[src/rtl/fbpa_pkg.sv]
// ----------------------------------------------------------------------------
// fbpa_pkg
// Shared types, codes and sizing constants of the fixed-block pool allocator.
// ----------------------------------------------------------------------------
package fbpa_pkg;

  // Largest pool that storage is sized for.
  localparam int MAX_BLOCKS = 1024;

  // Block indexes are 10 bits wide, so the link store never needs more than 1024 entries.
  localparam int IDX_W       = 10;
  localparam int IDX_SPAN    = 1 << IDX_W;
  localparam int LINK_DEPTH  = (MAX_BLOCKS < IDX_SPAN) ? MAX_BLOCKS : IDX_SPAN;
  localparam int LINK_AW     = $clog2(LINK_DEPTH);
  localparam int LINK_W      = IDX_W + 1;

  localparam int COUNT_W     = 11;
  localparam int BYTES_W     = 17;
  localparam int OFFSET_W    = 26;
  localparam int STATUS_W    = 2;
  localparam int PROD_W      = IDX_W + BYTES_W;

  // Upper bound on the usable pool, whatever block_count says.
  localparam logic [COUNT_W-1:0] LIMIT_CAP = COUNT_W'(LINK_DEPTH);

  // Configuration register indexes.
  localparam int CFG_IDX_W = 1;
  localparam int CFG_DATA_W = BYTES_W;
  localparam logic [CFG_IDX_W-1:0] CFG_BLOCK_COUNT = 1'b0;
  localparam logic [CFG_IDX_W-1:0] CFG_BLOCK_BYTES = 1'b1;

  localparam logic [COUNT_W-1:0] BLOCK_COUNT_RST = 11'd1024;
  localparam logic [BYTES_W-1:0] BLOCK_BYTES_RST = 17'd64;

  // Command codes.
  localparam logic CMD_ALLOC = 1'b0;
  localparam logic CMD_FREE  = 1'b1;

  // Result status codes.
  localparam logic [STATUS_W-1:0] STATUS_OK        = 2'd0;
  localparam logic [STATUS_W-1:0] STATUS_EXHAUSTED = 2'd1;
  localparam logic [STATUS_W-1:0] STATUS_RANGE     = 2'd2;

  typedef struct packed {
    logic [STATUS_W-1:0] status;
    logic [IDX_W-1:0]    block_index;
    logic [OFFSET_W-1:0] byte_offset;
  } fbpa_result_t;

endpackage

[src/rtl/fbpa_if.sv]


interface fbpa_res_if
  import fbpa_pkg::*;
  ();
  logic                valid;
  logic                ready;
  logic [STATUS_W-1:0] status;
  logic [IDX_W-1:0]    block_index;
  logic [OFFSET_W-1:0] byte_offset;

  modport source (output valid, output status, output block_index, output byte_offset,
                  input ready);
  modport sink   (input valid, input status, input block_index, input byte_offset,
                  output ready);
endinterface

[src/rtl/fbpa_res_queue.sv]
// ----------------------------------------------------------------------------
// fbpa_res_queue
// Two-entry result queue: output register plus skid entry.
// ----------------------------------------------------------------------------
module fbpa_res_queue
  import fbpa_pkg::*;
(
  input  logic              clk,
  input  logic              rst_n,
  input  logic              push,
  input  fbpa_result_t      push_data,
  output logic              full,
  fbpa_res_if.source        out_if
);

  fbpa_result_t slot0_r, slot0_nxt;
  fbpa_result_t slot1_r, slot1_nxt;
  logic [1:0]   count_r, count_nxt;
  logic         pop;

  assign pop  = out_if.valid && out_if.ready;
  assign full = (count_r == 2'd2);

  always_comb begin
    slot0_nxt = slot0_r;
    slot1_nxt = slot1_r;
    count_nxt = count_r;
    case ({push, pop})
      2'b11: begin
        if (count_r == 2'd2) begin
          slot0_nxt = slot1_r;
          slot1_nxt = push_data;
        end else begin
          slot0_nxt = push_data;
        end
      end
      2'b01: begin
        slot0_nxt = slot1_r;
        count_nxt = count_r - 2'd1;
      end
      2'b10: begin
        if (count_r == 2'd0) begin
          slot0_nxt = push_data;
        end else begin
          slot1_nxt = push_data;
        end
        count_nxt = count_r + 2'd1;
      end
      default: begin
      end
    endcase
  end

  always_ff @(posedge clk) begin
    if (!rst_n) begin
      count_r <= 2'd0;
    end else begin
      count_r <= count_nxt;
    end
    slot0_r <= slot0_nxt;
    slot1_r <= slot1_nxt;
  end

  assign out_if.valid       = (count_r != 2'd0);
  assign out_if.status      = slot0_r.status;
  assign out_if.block_index = slot0_r.block_index;
  assign out_if.byte_offset = slot0_r.byte_offset;

endmodule

[src/flat_wrapper.sv]
// flat-port wrapper written by rule: the top's interface ports become plain ports
module fbpa_res_queue_flat import fbpa_pkg::*;
  (clk, rst_n, push, push_data, full, out_if_valid, out_if_status, out_if_block_index, out_if_byte_offset, out_if_ready);
  fbpa_res_if out_if_i ();
  input  logic clk;
  input  logic rst_n;
  input  logic push;
  input  fbpa_result_t push_data;
  output logic full;
  output wire logic [$bits(out_if_i.valid)-1:0] out_if_valid;
  output wire logic [$bits(out_if_i.status)-1:0] out_if_status;
  output wire logic [$bits(out_if_i.block_index)-1:0] out_if_block_index;
  output wire logic [$bits(out_if_i.byte_offset)-1:0] out_if_byte_offset;
  input wire logic [$bits(out_if_i.ready)-1:0] out_if_ready;
  assign out_if_valid = out_if_i.valid;
  assign out_if_status = out_if_i.status;
  assign out_if_block_index = out_if_i.block_index;
  assign out_if_byte_offset = out_if_i.byte_offset;
  assign out_if_i.ready = out_if_ready;
  fbpa_res_queue u_core (.clk(clk), .rst_n(rst_n), .push(push), .push_data(push_data), .full(full), .out_if(out_if_i));
endmodule
[config.mk]
export PLATFORM = sky130hd
export DESIGN_NAME = fbpa_res_queue_flat
export DESIGN_NICKNAME = d
export VERILOG_FILES = /design/src/rtl/fbpa_pkg.sv /design/src/rtl/fbpa_if.sv /design/src/rtl/fbpa_res_queue.sv /design/src/flat_wrapper.sv
export SDC_FILE = /design/constraint.sdc
export NUM_CORES = 1
export LEC_CHECK = 0
export ABC_AREA = 1
export ABC_CLOCK_PERIOD_IN_PS = 7800
export BUFFER_PORTS_ARGS = -buffer_cell sky130_fd_sc_hd__buf_2
export CAP_MARGIN = 0
export CORE_AREA = 2 2 101 74
export CTS_CLUSTER_SIZE = 28
export DETAILED_ROUTE_END_ITERATION = 6
export DIE_AREA = 0 0 103 76
export PLACE_DENSITY = 0.83
export SLEW_MARGIN = 20
export SYNTH_ARGS = -nofsm -noshare
export SYNTH_HDL_FRONTEND = slang
export SYNTH_SLANG_ARGS = --single-unit
[constraint.sdc]
create_clock -name clk -period 7.8 [get_ports clk]
set_clock_uncertainty 0.15 [all_clocks]
set_input_delay 0.78 -clock clk [delete_from_list [all_inputs] [get_ports clk]]
set_output_delay 0.78 -clock clk [all_outputs]
set_load 0.05 [all_outputs]
# Word level (Yosys, flattened, before mapping)
# Cells that the tools add are included.
[op_classes]
n_addsub = 2
eq_ne = 7
mux = 7
n_reduce_logical = 8
[op_table]
columns = ["op", "count"]
rows = [
  ["two-way mux 38 bit", 4],
  ["case mux 38 bit (3 select lines)", 1],
  ["case mux 38 bit (2 select lines)", 1],
  ["== test 2 bit (second input constant)", 3],
  ["nonzero test 2 bit", 3],
  ["!= test 2 bit (second input constant)", 2],
  ["case mux 2 bit (2 select lines)", 1],
  ["AND reduction 3 bit", 1],
  ["nonzero test 3 bit", 1],
  ["adder 2 x 1 -> 2 bit (second input constant)", 1],
  ["== test 2 x 1 -> 1 bit (second input constant)", 1],
  ["logical NOT 2 bit", 1],
  ["!= test 2 x 1 -> 1 bit (second input constant)", 1],
  ["AND reduction 2 bit", 1],
  ["subtractor 2 x 1 -> 2 bit (second input constant)", 1],
  ["logical AND 1 bit", 1],
]
[word_totals]
regBits = 78
in_bits = 42
word_cells = 31

# Longest topological paths before layout
[depth]
depth_word = 5
depth_mapped = 11

# Worst setup path after synthesis
# Ideal clock, no wire load.
[synth_path]
kind = "input port to flip-flop"
startpoint = "input push"
endpoint = "register u_core.slot0_r (netlist bit u_core.out_if.block_index[0]) (enable)"
setup_time_ns = 0.486
arrival_time_ns = 3.529
required_time_ns = 7.164
slack_ns = 3.635
stages = 2
path_cell_list = "inv_1 o21ai_0"
[synth_via]
elab_chain_len = 3
word_cells_on_any_way = 6
cone_classes = "eq/ne: 4; reduce/logical: 2"
[synth_rtl]
columns = ["element", "line_no", "source"]
rows = [
  ["start: declaration", "flat_wrapper.sv:7", "input logic push;"],
  ["== test 2 bit / == test 2 x 1 -> 1 bit (equally long branches)", "fbpa_res_queue.sv:28", "case ({push, pop})"],
  ["!= test 2 x 1 -> 1 bit (no source line) / nonzero test 3 bit (equally long branches)", "-", ""],
  ["AND reduction 2 bit (no source line) (*)", "-", ""],
  ["end signal: assignment", "fbpa_res_queue.sv:60", "slot0_r <= slot0_nxt;"],
  ["end: declaration", "fbpa_res_queue.sv:16", "fbpa_result_t slot0_r, slot0_nxt;"],
]
# Mark *: on every way between the ends. The rest lies on a longest branch, timed or not.
# A chain may end at the register's enable or synchronous reset.

==> impl_table.tex <==
\begin{tabular}{lr}
\hline
Metric & Value \\
\hline
\multicolumn{2}{l}{\textbf{Power}} \\
Lkg Pwr & 1.84 nW \\
Peak supply drop & 0.188 mV \\
P\_sw & 586 uW \\
Switching Fraction & 0.403 \\
Combinational power share & 0.359 \\
Power per standard cell area & 321 nW/um\^{}2 \\
Clock network power share & 0.225 \\
Power share of the sequential group & 0.416 \\
Cell-internal power & 868 uW \\
\multicolumn{2}{l}{\textbf{Logic synthesis}} \\
Biggest area contributors in the synthesized netlist & edfxtp\_1, o21ai\_2, nand2\_1 \\
Sequential area share after synthesis & 0.590 \\
Largest area contributor in the synthesized netlist & edfxtp\_1 \\
Ys Warns & 0 \\
Number of nets produced by synthesis & 440 \\
Share of the synthesized area in the top cell type & 0.580 \\
Post-synthesis instance area & 3940 sq um \\
Count of mapped cells out of synthesis & 395 \\
Library cells used by synthesis & 21 \\
Post-synthesis register bit count & 78 \\
Post-synthesis area per instance & 9.97 sq um \\
\multicolumn{2}{l}{\textbf{Clock network}} \\
Setup Buffers After CTS & 0 \\
Post-CTS clock slew at the launch and capture registers of the worst setup and hold paths & 0.08 ns \\
Buffers from clock root to sink, at most & 2 \\
Master cell of the clock root buffer & clkbuf\_8 \\
TritonCTS clock tree & built \\
Clk\_lat worst skew & 0.35 ns \\
Hold-fix buffers at CTS & 0 \\
Quantity of gates resized following cts & 0 \\
Clock H-tree levels & 3 \\
Clock buffer count from CTS & 9 \\
Sinks on the clock net & 78 \\
\multicolumn{2}{l}{\textbf{Setup path}} \\
Highest net fanout along the worst path & 41 \\
Slowest cell on the critical path & ha\_2 \\
Start-to-end type of the worst setup path & reg -> reg \\
CP dominant cell by count & nand2\_1 \\
Arrival time worst endpoint & 3.10 ns \\
R2r worst-path depth & 7 \\
Critical-path cell list & nor2\_1, inv\_1, nand2\_1, ha\_2, inv\_2, nand2\_1, o21ai\_1 \\
WP data required & 7.75 ns \\
Critical Path End Type & flip-flop \\
Stage delay of the slowest cell on the critical path & 1.00 ns \\
Crit path launch type & flip-flop \\
\multicolumn{2}{l}{\textbf{Timing}} \\
Fraction of the cycle the final worst path needs & 0.405 \\
Setup tns final & 0 ns \\
Crit path time final & 3.16 ns \\
Remaining max-slew budget at the tightest pin & 0.370 \\
Final-report hold violation count & 0 \\
Setup-violating endpoint count in the final report & 0 \\
Pins Over Slew Limit & 0 \\
Transition time at the pin with the least slew margin & 0.945 ns \\
Final-layout worst hold slack & 0.401 ns \\
Fmax & 317 MHz \\
Unrepaired setup endpoints after global routing & no \\
\multicolumn{2}{l}{\textbf{GRT}} \\
Via count of the first global-routing pass & 3075 \\
Pin count of the biggest net entering global routing & 42 \\
Overflow left after global routing & 0 \\
Global-route usage over all layers & 0.237 \\
Number of antenna violations at the first check in global routing & 0 \\
First-pass GRT wire length & 14300 um \\
\multicolumn{2}{l}{\textbf{Run}} \\
Maximum Capacitance Violations & 0 \\
\multicolumn{2}{l}{\textbf{Finish}} \\
Commonest cells after routing, fill and taps aside & nand2\_1, buf\_2, edfxtp\_1 \\
Post-route standard cell area excluding fillers & 4530 sq um \\
Area grow syn2layout & 15.2\% \\
N\_diodes & 0 \\
Fin nets & 510 \\
Layout cells sized above 1 & 0.309 \\
\# fillers & 557 \\
\multicolumn{2}{l}{\textbf{Drt}} \\
Post-detailed-route wirelength per cell & 15.5 um \\
Via density per instance & 5.49 \\
Number of nets still failing antenna checks after routing & 0 \\
DRC & 0 \\
Number of design-rule violations left by the first detailed-router iteration & 220 \\
DR vias & 3116 \\
Pre-Repair DR Iteration Count & 5 \\
Total Routed Length & 8810 um \\
\multicolumn{2}{l}{\textbf{Floorplanning}} \\
Starting density of the core & 0.565 \\
Width of the die & 103 um \\
Number of standard-cell rows in the floorplan & 26 \\
Die Area & 7830 sq um \\
Vertical die dimension & 76 um \\
Core outline area & 6960 sq um \\
Number of I/O pins & 82 \\
\multicolumn{2}{l}{\textbf{Hold path}} \\
Hold crit path type & reg -> reg \\
Hold path depth & 2 \\
\multicolumn{2}{l}{\textbf{Placement}} \\
Detail Placement HPWL & 5390 um \\
Port Buffers & 81 \\
Weighted congestion at the end of routability-driven global placement & 0.814 \\
Placed inst area & 4320 sq um \\
\multicolumn{2}{l}{\textbf{Status}} \\
Outcome & finished clean \\
\hline
\end{tabular}
==> per-stage QoR <==
step	worst slack, ns	total power, mW	std cells	utilization
3_3_place_gp	4.27	1.12	552	0.620
6_report	4.64	1.45	568	0.651
3_5_place_dp	4.55	1.13	552	0.620
2_1_floorplan	3.63	1.03	395	-
4_1_cts	4.65	1.46	568	0.651
5_1_grt	4.51	1.52	568	0.651
==> sequential cells by signal, summed over array words and instances (netlist names) <==
register,count
u_core.out_if.byte_offset,26
u_core.count_r,2
u_core.out_if.block_index,10
u_core.out_if.status,2
u_core.slot1_r,38
==> layer usage <==
metal  track usage  wire length (um)
met1         0.304              3690
met2         0.384              4290
met3        0.0578               640
met4        0.0961               191
met5             0                 0
==> Yosys cell counts (all sizes together) <==
library cell / instances
o21ai: 116
nor2: 41
nand2: 82
o22a: 1
dfxtp: 2
nand3: 1
inv: 47
nand4: 1
buf: 16
edfxtp: 76
ha: 3
a21oi: 1
clkbuf: 8
==> final cells by class <==
cell class	count	area (sq um)	share of cell area
clock inverter	6	86.3	0.0190
timing repair buffer	83	420	0.0927
sequential	78	2320	0.512
tap	98	123	0.0270
multi-input combinational	246	1280	0.282
inverter	47	176	0.0389
clock buffer	10	128	0.0282
==> worst paths after layout <==
kind	start	end	slack [ns]
hold reg to reg	u_core.count_r[0]	u_core.count_r[0]	0.40
hold / removal	u_core.count_r[0]	u_core.count_r[0]	0.40
setup reg to reg	u_core.count_r[1]	u_core.out_if.block_index[2]	4.64
setup / recovery	u_core.count_r[1]	u_core.out_if.block_index[2]	4.64
==> power by group through the flow <==
stage	Combinational, mW	Clock [mW]	Sequential (mW)
floorplan	0.222	0	0.808
global placement	0.506	0	0.611
detailed placement	0.521	0	0.613
CTS	0.523	0.332	0.605
global route	0.558	0.348	0.614
finish	0.522	0.328	0.605
==> critical path, delay by kind of cell, from the launching register on <==
family / cells / cell delay [ns]
buf+inv: 2 / 0.73
fa+ha+maj: 1 / 1.00
flops: 1 / 0.42
compound gates: 1 / 0.11
simple gates: 3 / 0.46
==> cell families (layout without fill, tap and decap cells) <==
kind of cell               Yosys count  in the layout  synth area share
and+or+nand+nor                    125            125             0.122
DFF                                 78             78             0.590
AOI/OAI and AO/OA                  118            118             0.189
adders and majority gates            3              3           0.00954
buffers and inverters               71            146            0.0893
(Power assumes the default switching activity.)
