File: config.mk
export PLATFORM = sky130hd
export DESIGN_NAME = fbpa_ctrl_flat
export DESIGN_NICKNAME = d
export VERILOG_FILES = /design/src/rtl/fbpa_pkg.sv /design/src/rtl/fbpa_if.sv /design/src/rtl/fbpa_ctrl.sv /design/src/flat_wrapper.sv
export SDC_FILE = /design/constraint.sdc
export NUM_CORES = 1
export LEC_CHECK = 0
export BUFFER_PORTS_ARGS = -buffer_cell sky130_fd_sc_hd__buf_2
export CAP_MARGIN = 10
export CELL_PAD_IN_SITES_DETAIL_PLACEMENT = 0
export CELL_PAD_IN_SITES_GLOBAL_PLACEMENT = 1
export CORE_MARGIN = 10
export CORE_UTILIZATION = 41
export DETAILED_ROUTE_END_ITERATION = 10
export PLACE_DENSITY_LB_ADDON = 0.15
export SKIP_CTS_REPAIR_TIMING = 1
export SYNTH_ARGS = -nofsm -noshare
export SYNTH_HDL_FRONTEND = slang
export SYNTH_SLANG_ARGS = --single-unit
File: constraint.sdc
create_clock -name clk -period 6.1 [get_ports clk]
set_input_delay 0.61 -clock clk [delete_from_list [all_inputs] [get_ports clk]]
set_output_delay 0.61 -clock clk [all_outputs]
set_load 0.02 [all_outputs]
File: src/rtl/fbpa_pkg.sv
// ----------------------------------------------------------------------------
// fbpa_pkg
// Shared types, codes and sizing constants of the fixed-block pool allocator.
// ----------------------------------------------------------------------------
package fbpa_pkg;

  // Largest pool that storage is sized for.
  localparam int MAX_BLOCKS = 1024;

  // Block indexes are 10 bits wide, so the link store never needs more than 1024 entries.
  localparam int IDX_W       = 10;
  localparam int IDX_SPAN    = 1 << IDX_W;
  localparam int LINK_DEPTH  = (MAX_BLOCKS < IDX_SPAN) ? MAX_BLOCKS : IDX_SPAN;
  localparam int LINK_AW     = $clog2(LINK_DEPTH);
  localparam int LINK_W      = IDX_W + 1;

  localparam int COUNT_W     = 11;
  localparam int BYTES_W     = 17;
  localparam int OFFSET_W    = 26;
  localparam int STATUS_W    = 2;
  localparam int PROD_W      = IDX_W + BYTES_W;

  // Upper bound on the usable pool, whatever block_count says.
  localparam logic [COUNT_W-1:0] LIMIT_CAP = COUNT_W'(LINK_DEPTH);

  // Configuration register indexes.
  localparam int CFG_IDX_W = 1;
  localparam int CFG_DATA_W = BYTES_W;
  localparam logic [CFG_IDX_W-1:0] CFG_BLOCK_COUNT = 1'b0;
  localparam logic [CFG_IDX_W-1:0] CFG_BLOCK_BYTES = 1'b1;

  localparam logic [COUNT_W-1:0] BLOCK_COUNT_RST = 11'd1024;
  localparam logic [BYTES_W-1:0] BLOCK_BYTES_RST = 17'd64;

  // Command codes.
  localparam logic CMD_ALLOC = 1'b0;
  localparam logic CMD_FREE  = 1'b1;

  // Result status codes.
  localparam logic [STATUS_W-1:0] STATUS_OK        = 2'd0;
  localparam logic [STATUS_W-1:0] STATUS_EXHAUSTED = 2'd1;
  localparam logic [STATUS_W-1:0] STATUS_RANGE     = 2'd2;

  typedef struct packed {
    logic [STATUS_W-1:0] status;
    logic [IDX_W-1:0]    block_index;
    logic [OFFSET_W-1:0] byte_offset;
  } fbpa_result_t;

endpackage

File: src/rtl/fbpa_if.sv
// ----------------------------------------------------------------------------
// fbpa_if
// Valid/ready channels for allocator commands and allocator results.
// ----------------------------------------------------------------------------
interface fbpa_cmd_if
  import fbpa_pkg::*;
  ();
  logic             valid;
  logic             ready;
  logic             cmd;
  logic [IDX_W-1:0] free_index;

  modport source (output valid, output cmd, output free_index, input ready);
  modport sink   (input valid, input cmd, input free_index, output ready);
endinterface


File: src/rtl/fbpa_ctrl.sv
// ----------------------------------------------------------------------------
// fbpa_ctrl
// Command sequencer: free-list head, bump counter, link access and offset.
// ----------------------------------------------------------------------------
module fbpa_ctrl
  import fbpa_pkg::*;
(
  input  logic                  clk,
  input  logic                  rst_n,
  input  logic                  cfg_we,
  input  logic [CFG_IDX_W-1:0]  cfg_index,
  input  logic [CFG_DATA_W-1:0] cfg_wdata,
  fbpa_cmd_if.sink              in_if,
  input  logic                  q_full,
  output logic                  link_we,
  output logic [LINK_AW-1:0]    link_waddr,
  output logic [LINK_W-1:0]     link_wdata,
  output logic                  link_re,
  output logic [LINK_AW-1:0]    link_raddr,
  input  logic [LINK_W-1:0]     link_rdata,
  output logic                  res_push,
  output fbpa_result_t          res_data
);

  typedef enum logic {S_IDLE, S_RESULT} state_t;

  state_t              state_r, state_nxt;
  logic [IDX_W-1:0]    head_r, head_nxt;
  logic                head_valid_r, head_valid_nxt;
  logic [COUNT_W-1:0]  bump_r, bump_nxt;
  logic [COUNT_W-1:0]  block_count_r, block_count_nxt;
  logic [BYTES_W-1:0]  block_bytes_r, block_bytes_nxt;
  logic                pop_r, pop_nxt;
  logic [STATUS_W-1:0] status_r, status_nxt;
  logic [IDX_W-1:0]    idx_r, idx_nxt;
  logic [COUNT_W-1:0]  limit;
  logic                accept;
  logic [PROD_W-1:0]   prod;

  assign limit       = (block_count_r > LIMIT_CAP) ? LIMIT_CAP : block_count_r;
  assign in_if.ready = (state_r == S_IDLE) && !q_full;
  assign accept      = in_if.valid && in_if.ready;

  // The pop path reads the link of the current head in the accept cycle.
  assign link_raddr = head_r[LINK_AW-1:0];
  assign link_waddr = in_if.free_index[LINK_AW-1:0];
  assign link_wdata = {head_valid_r, head_r};

  always_comb begin
    state_nxt       = state_r;
    head_nxt        = head_r;
    head_valid_nxt  = head_valid_r;
    bump_nxt        = bump_r;
    block_count_nxt = block_count_r;
    block_bytes_nxt = block_bytes_r;
    pop_nxt         = pop_r;
    status_nxt      = status_r;
    idx_nxt         = idx_r;
    link_we         = 1'b0;
    link_re         = 1'b0;

    if (cfg_we) begin
      case (cfg_index)
        CFG_BLOCK_COUNT: block_count_nxt = cfg_wdata[COUNT_W-1:0];
        CFG_BLOCK_BYTES: block_bytes_nxt = cfg_wdata[BYTES_W-1:0];
        default: begin
        end
      endcase
    end

    case (state_r)
      S_IDLE: begin
        if (accept) begin
          state_nxt  = S_RESULT;
          pop_nxt    = 1'b0;
          status_nxt = STATUS_OK;
          idx_nxt    = '0;
          if (in_if.cmd == CMD_ALLOC) begin
            if (head_valid_r) begin
              idx_nxt = head_r;
              pop_nxt = 1'b1;
              link_re = 1'b1;
            end else if (bump_r < limit) begin
              idx_nxt  = bump_r[IDX_W-1:0];
              bump_nxt = bump_r + COUNT_W'(1);
            end else begin
              status_nxt = STATUS_EXHAUSTED;
            end
          end else begin
            if ({1'b0, in_if.free_index} >= limit) begin
              status_nxt = STATUS_RANGE;
            end else begin
              link_we        = 1'b1;
              head_nxt       = in_if.free_index;
              head_valid_nxt = 1'b1;
            end
          end
        end
      end
      S_RESULT: begin
        state_nxt = S_IDLE;
        if (pop_r) begin
          head_valid_nxt = link_rdata[IDX_W];
          head_nxt       = link_rdata[IDX_W-1:0];
        end
      end
      default: state_nxt = S_IDLE;
    endcase
  end

  always_ff @(posedge clk) begin
    if (!rst_n) begin
      state_r       <= S_IDLE;
      head_r        <= '0;
      head_valid_r  <= 1'b0;
      bump_r        <= '0;
      block_count_r <= BLOCK_COUNT_RST;
      block_bytes_r <= BLOCK_BYTES_RST;
      pop_r         <= 1'b0;
    end else begin
      state_r       <= state_nxt;
      head_r        <= head_nxt;
      head_valid_r  <= head_valid_nxt;
      bump_r        <= bump_nxt;
      block_count_r <= block_count_nxt;
      block_bytes_r <= block_bytes_nxt;
      pop_r         <= pop_nxt;
    end
    status_r <= status_nxt;
    idx_r    <= idx_nxt;
  end

  assign prod                 = PROD_W'(idx_r) * PROD_W'(block_bytes_r);
  assign res_push             = (state_r == S_RESULT);
  assign res_data.status      = status_r;
  assign res_data.block_index = idx_r;
  assign res_data.byte_offset = prod[OFFSET_W-1:0];

  // Every accepted command yields exactly one result in the next cycle.
  a_result_follows: assert property (@(posedge clk) disable iff (!rst_n)
    accept |=> res_push)
    else $error("accepted command produced no result");

  a_result_has_cmd: assert property (@(posedge clk) disable iff (!rst_n)
    res_push |-> $past(accept))
    else $error("result without an accepted command");

  a_bump_bound: assert property (@(posedge clk) disable iff (!rst_n)
    bump_r <= LIMIT_CAP)
    else $error("bump counter beyond pool capacity");

  // The list can only become non-empty through a free.
  a_list_fill: assert property (@(posedge clk) disable iff (!rst_n)
    $rose(head_valid_r) |-> $past(accept && in_if.cmd == CMD_FREE))
    else $error("free list filled without a free");

  a_no_push_full: assert property (@(posedge clk) disable iff (!rst_n)
    res_push |-> !$past(q_full))
    else $error("command accepted with result queue full");

endmodule
File: src/flat_wrapper.sv
// flat-port wrapper written by rule: the top's interface ports become plain ports
module fbpa_ctrl_flat import fbpa_pkg::*;
  (clk, rst_n, cfg_we, cfg_index, cfg_wdata, q_full, link_we, link_waddr, link_wdata, link_re, link_raddr, link_rdata, res_push, res_data, in_if_valid, in_if_cmd, in_if_free_index, in_if_ready);
  fbpa_cmd_if in_if_i ();
  input  logic clk;
  input  logic rst_n;
  input  logic cfg_we;
  input  logic [CFG_IDX_W-1:0] cfg_index;
  input  logic [CFG_DATA_W-1:0] cfg_wdata;
  input  logic q_full;
  output logic link_we;
  output logic [LINK_AW-1:0] link_waddr;
  output logic [LINK_W-1:0] link_wdata;
  output logic link_re;
  output logic [LINK_AW-1:0] link_raddr;
  input  logic [LINK_W-1:0] link_rdata;
  output logic res_push;
  output fbpa_result_t res_data;
  input wire logic [$bits(in_if_i.valid)-1:0] in_if_valid;
  input wire logic [$bits(in_if_i.cmd)-1:0] in_if_cmd;
  input wire logic [$bits(in_if_i.free_index)-1:0] in_if_free_index;
  output wire logic [$bits(in_if_i.ready)-1:0] in_if_ready;
  assign in_if_i.valid = in_if_valid;
  assign in_if_i.cmd = in_if_cmd;
  assign in_if_i.free_index = in_if_free_index;
  assign in_if_ready = in_if_i.ready;
  fbpa_ctrl u_core (.clk(clk), .rst_n(rst_n), .cfg_we(cfg_we), .cfg_index(cfg_index), .cfg_wdata(cfg_wdata), .in_if(in_if_i), .q_full(q_full), .link_we(link_we), .link_waddr(link_waddr), .link_wdata(link_wdata), .link_re(link_re), .link_raddr(link_raddr), .link_rdata(link_rdata), .res_push(res_push), .res_data(res_data));
endmodule
Yosys cells after proc, flatten, opt, wreduce, memory -nomap -nowiden --
Index checks and enable logic that the tools add are counted.
Word-level totals: logic and storage cells 57, bits of input ports 45, register bits after elaboration 64, output and inout port bits 73
Operators by class: $add $sub $neg 1, order comparisons 3, mux-type cells 27, $mul 1, equality and inequality tests 4, bitwise operators 4, reductions and logical operators 8
Operator list (number):
- 10-bit 2-to-1 mux | 6
- 10-bit by 17-bit multiplier with 26-bit output | 1
- 10-bit one-hot mux with 2 select lines | 1
- 1-bit 2-to-1 mux | 14
- 11-bit by 1-bit adder with 11-bit output (second input constant) | 1
- 10-bit by 11-bit greater-or-equal comparator with 1-bit output | 1
- 11-bit greater-than comparator (second input constant) | 1
- 11-bit < comparator | 1
- 11-bit 2-to-1 mux | 1
- 2-bit 2-to-1 mux | 3
- 2-bit inequality test (second input constant) | 3
- 2-bit AND reduction | 3
- 5-bit AND reduction | 1
- 1-bit NOT | 4
- 1-bit one-hot mux with 2 select lines | 2
- 4-bit AND reduction | 1
- 1-bit logical AND | 2
- 2-bit by 1-bit inequality test with 1-bit output (second input constant) | 1
- 1-bit zero test | 1

Longest topological paths before layout --
depth after elaboration 7, mapped depth 21, mapped depth without buffers 19

Least setup slack after synthesis --
Ideal clock, no wire load.
kind reg2out, start register u_core.idx_r[1], end output res_data[24] (netlist name), setup slack -0.164 ns, stages on the path, launching flop included 20, buffers on the path 2, data required time 5.490 ns, arrival time 5.654 ns, cell sequence edfxtp_1 > clkbuf_1 > clkbuf_1 > nand2_1 > fa_1 > inv_1 > fa_1 > fa_1 > fa_1 > inv_1 > fa_1 > inv_1 > ha_1 > nand4_1 > o21ai_1 > nor3_1 > o31ai_2 > a2111oi_2 > o21ai_0 > xor2_1
RTL lines:
- start, declared | line fbpa_ctrl.sv:35 | logic [IDX_W-1:0] idx_r, idx_nxt;
- start signal, assigned | line fbpa_ctrl.sv:130 | idx_r <= idx_nxt;
- end, declared | line flat_wrapper.sv:18 | output fbpa_result_t res_data;

==> out/metrics.csv <==
stage,metric,value,unit
grt,grt_first_pass_wirelength,38.2,mm
die,die_height,164,µm
timing,final.setup.worst_slack,-0.0922,ns
final_layout,final_common_cell,nand2_1,
critical_path,cp_max_fo,8,
outcome,violations,setup timing,
critical_path,worstReg2RegStart,u_core.block_count_r[10]$_SDFFE_PN1P_,
timing,fmax,161,MHz
critical_path,criticalPathCategory,flop to output port,
critical_path,critPathBufInv,4,
route,drc_errors,0,
power_and_ir_drop,power.density,174,mW/mm²
placement,place_congestion,0.876,
route,wl_per_cell,16.7,µm
placement,place_area,0.00963,mm²
die,initial_core_util,0.419,
critical_path,required,5.49,ns
synthesis,synth_edf_count,12,
route,num_vias,6891,
min_path,worstHoldStart,u_core.block_count_r[2]$_SDFFE_PN0P_,
final_layout,nFillCells,2010,
synthesis,synthFlopType,dfxtp_1,
critical_path,arrival,5.58,ns
timing,setup_viol,4,
route,wl,23.5,mm
placement,io_buffers,117,
synthesis,synth_area,0.00851,mm²
grt,grt_pass1_vias,7038,
power_and_ir_drop,total_power,1820,µW
timing,slew_violations,0,
timing,finalHoldViolCount,0,
grt,grt_max_degree,28,
synthesis,ys_ff_latch,64,
timing,fin_crit,6.19,ns
min_path,min_path_type,flop to flop,
final_layout,mostFrequentLayoutCells,"163 x nand2_1, 124 x inv_1, 114 x fa_1, 104 x buf_2, 88 x and2_1",
final_layout,syn_to_final_growth,23.1,%
critical_path,max_stage_delay,0.60,ns
critical_path,cp_cell_sequence,buf_4 > and2_1 > fa_1 > fa_2 > fa_1 > fa_1 > fa_1 > ha_4 > nand4_1 > nor2_2 > a311oi_4 > buf_4 > a21oi_4 > buf_4 > nor3_4 > xnor2_1 > buf_4,
grt,grt_remaining_overflow,0,
grt,grtUsageTotal,0.177,
critical_path,crit_start,u_core.idx_r[5]$_SDFFCE_PP0P_,
clock_tree,clkSinkCount,64,
timing,slew_headroom,0.469,
clock_tree,clkSlewWorstSetupHoldPaths,0.06,ns
placement,dp_hpwl,19.6,mm
die,ios,118,
synthesis,seq_area_frac_synth,0.165,
route,ant_nets,0,
route,drtIter0Drc,343,
clock_tree,cts_tree,built,
clock_tree,clk_latency,0.33,ns
critical_path,path_delay_family,adder cells,
synthesis,synth_cell_types,49,
synthesis,syn_nets,1228,
clock_tree,htreeDepth,3,
critical_path,cp-end-kind,output port,
timing,fin_skew,0.00613,ns
die,die_w,164,µm
power_and_ir_drop,leakagePower,0.00516,µW
timing,period_share,1.02,
die,dieArea,0.0269,mm²
final_layout,finalInstanceArea,0.0105,mm²
synthesis,synthArstFlopShare,0,
route,vias_per_cell,4.92,
clock_tree,cts-root-buf,clkbuf_16,
critical_path,worst_setup_path_start_kind,flop,
synthesis,ys_warn_count,0,
critical_path,slowest_stage,fa_2,
timing,tightest_slew,0.795,ns
final_layout,antenna_cells,0,
outcome,status,"complete, but fails checks",
flow_run,drv_cap,0,
power_and_ir_drop,ir_drop,155,µV
grt,antenna_found_initial,0,
synthesis,synthCells,986,
timing,rsz0062_at_grt,yes,
timing,hold_slack,0.455,ns
die,row_count,52,
route,drt_pass1_iterations,4,
final_layout,drive_gt1_frac,0.248,
synthesis,syn_avg_cell_area,8.63,µm²
final_layout,nNetsFinal,1368,
die,core_area,0.0203,mm²
clock_tree,cts_max_path_buffers,2,
clock_tree,cts_buffers,9,
## cell usage after synthesis, drive strengths merged (2+ instances only)
library cell	instances	area, µm²
a311oi	2	23.8
nor3	17	85.1
a221oi	2	17.5
a31oi	2	12.5
o31ai	3	27.5
dfxtp	52	1040
ha	80	1000
buf	27	188
a21o	13	97.6
clkbuf	45	169
a211oi	15	118
a211o	2	17.5
nand2b	3	18.8
a21oi	58	290
o21bai	4	30.0
inv	132	495
o21ai	17	85.1
xor2	15	131
nand3b	10	75.1
mux2i	11	110
and2	96	601
nor2	20	75.1
o21a	2	15.0
fa	117	2340
nand4	7	43.8
or3	2	12.5
nand3	9	45.0
nor2b	4	25.0
and3	6	37.5
edfxtp	12	360
nand2	169	634
xnor2	20	175
o211ai	2	15.0
## worst paths after layout
path / end / slack [ns] / depth (start not counted)
max: res_data[17] / -0.09 / 17
max reg2reg: u_core.bump_r[4]$_SDFFE_PN0P_ / 2.82 / 10
min reg2reg: u_core.block_count_r[2]$_SDFFE_PN0P_ / 0.46 / 2
min: u_core.block_count_r[2]$_SDFFE_PN0P_ / 0.46 / 2
## layout make-up
type | count | area (µm²) | area share
well taps | 270 | 338 | 0.0323
inverters | 132 | 495 | 0.0473
multi-input cells | 718 | 6610 | 0.631
clock buffers | 11 | 243 | 0.0232
repair buffers | 201 | 1360 | 0.129
clock inverters | 5 | 32.5 | 0.00311
flip-flops and latches | 64 | 1400 | 0.134
## cells by family after synthesis
group / Yosys count / synth area share
xor+xnor: 35 / 0.0360
fa+ha+maj: 197 / 0.393
mux: 11 / 0.0129
flops: 64 / 0.165
buf+inv: 204 / 0.100
simple gates: 348 / 0.199
compound gates: 127 / 0.0941
## metrics by stage
stage,setup slack (ns),instances,utilization,setup TNS (ns)
finish,-0.0922,1401,0.516,-0.229
global route,-0.368,1401,0.516,-2.50
CTS,-0.393,1386,0.488,-3.50
detailed placement,-0.00477,1370,0.474,-0.00477
global placement,0.0761,1370,0.474,0
floorplan,0.00375,986,-,0
## flip-flops by register name, summed over array words and instances, names as in the netlist
register,flops
u_core.link_raddr,10
u_core.head_valid_r,1
u_core.res_push,1
u_core.pop_r,1
u_core.block_count_r,11
u_core.status_r,2
u_core.idx_r,10
u_core.bump_r,11
u_core.block_bytes_r,17
## worst min-delay path, stage by stage (launching register included)
cell and delay [ns]:
dfxtp_1 0.31, nand2_1 0.05, a21oi_1 0.05
## layer usage
metal / vias up / routed length (µm) / track usage
met1: 3340 / 11400 / 0.251
met4: 0 / 206 / 0.0309
li1: 3394 / - / -
met5: - / 0 / 0
met3: 18 / 1030 / 0.0275
met2: 139 / 10900 / 0.281
## report_power, final
| group | total [µW] | switching, µW | internal, µW | leakage [µW] |
|---|---|---|---|---|
| registers | 474 | 25.8 | 448 | 0.000541 |
| logic | 885 | 502 | 383 | 0.00449 |
| clock network | 465 | 181 | 284 | 0.000129 |
| total | 1820 | 709 | 1120 | 0.00516 |
No activity file was read; power rests on OpenSTA's default activity.
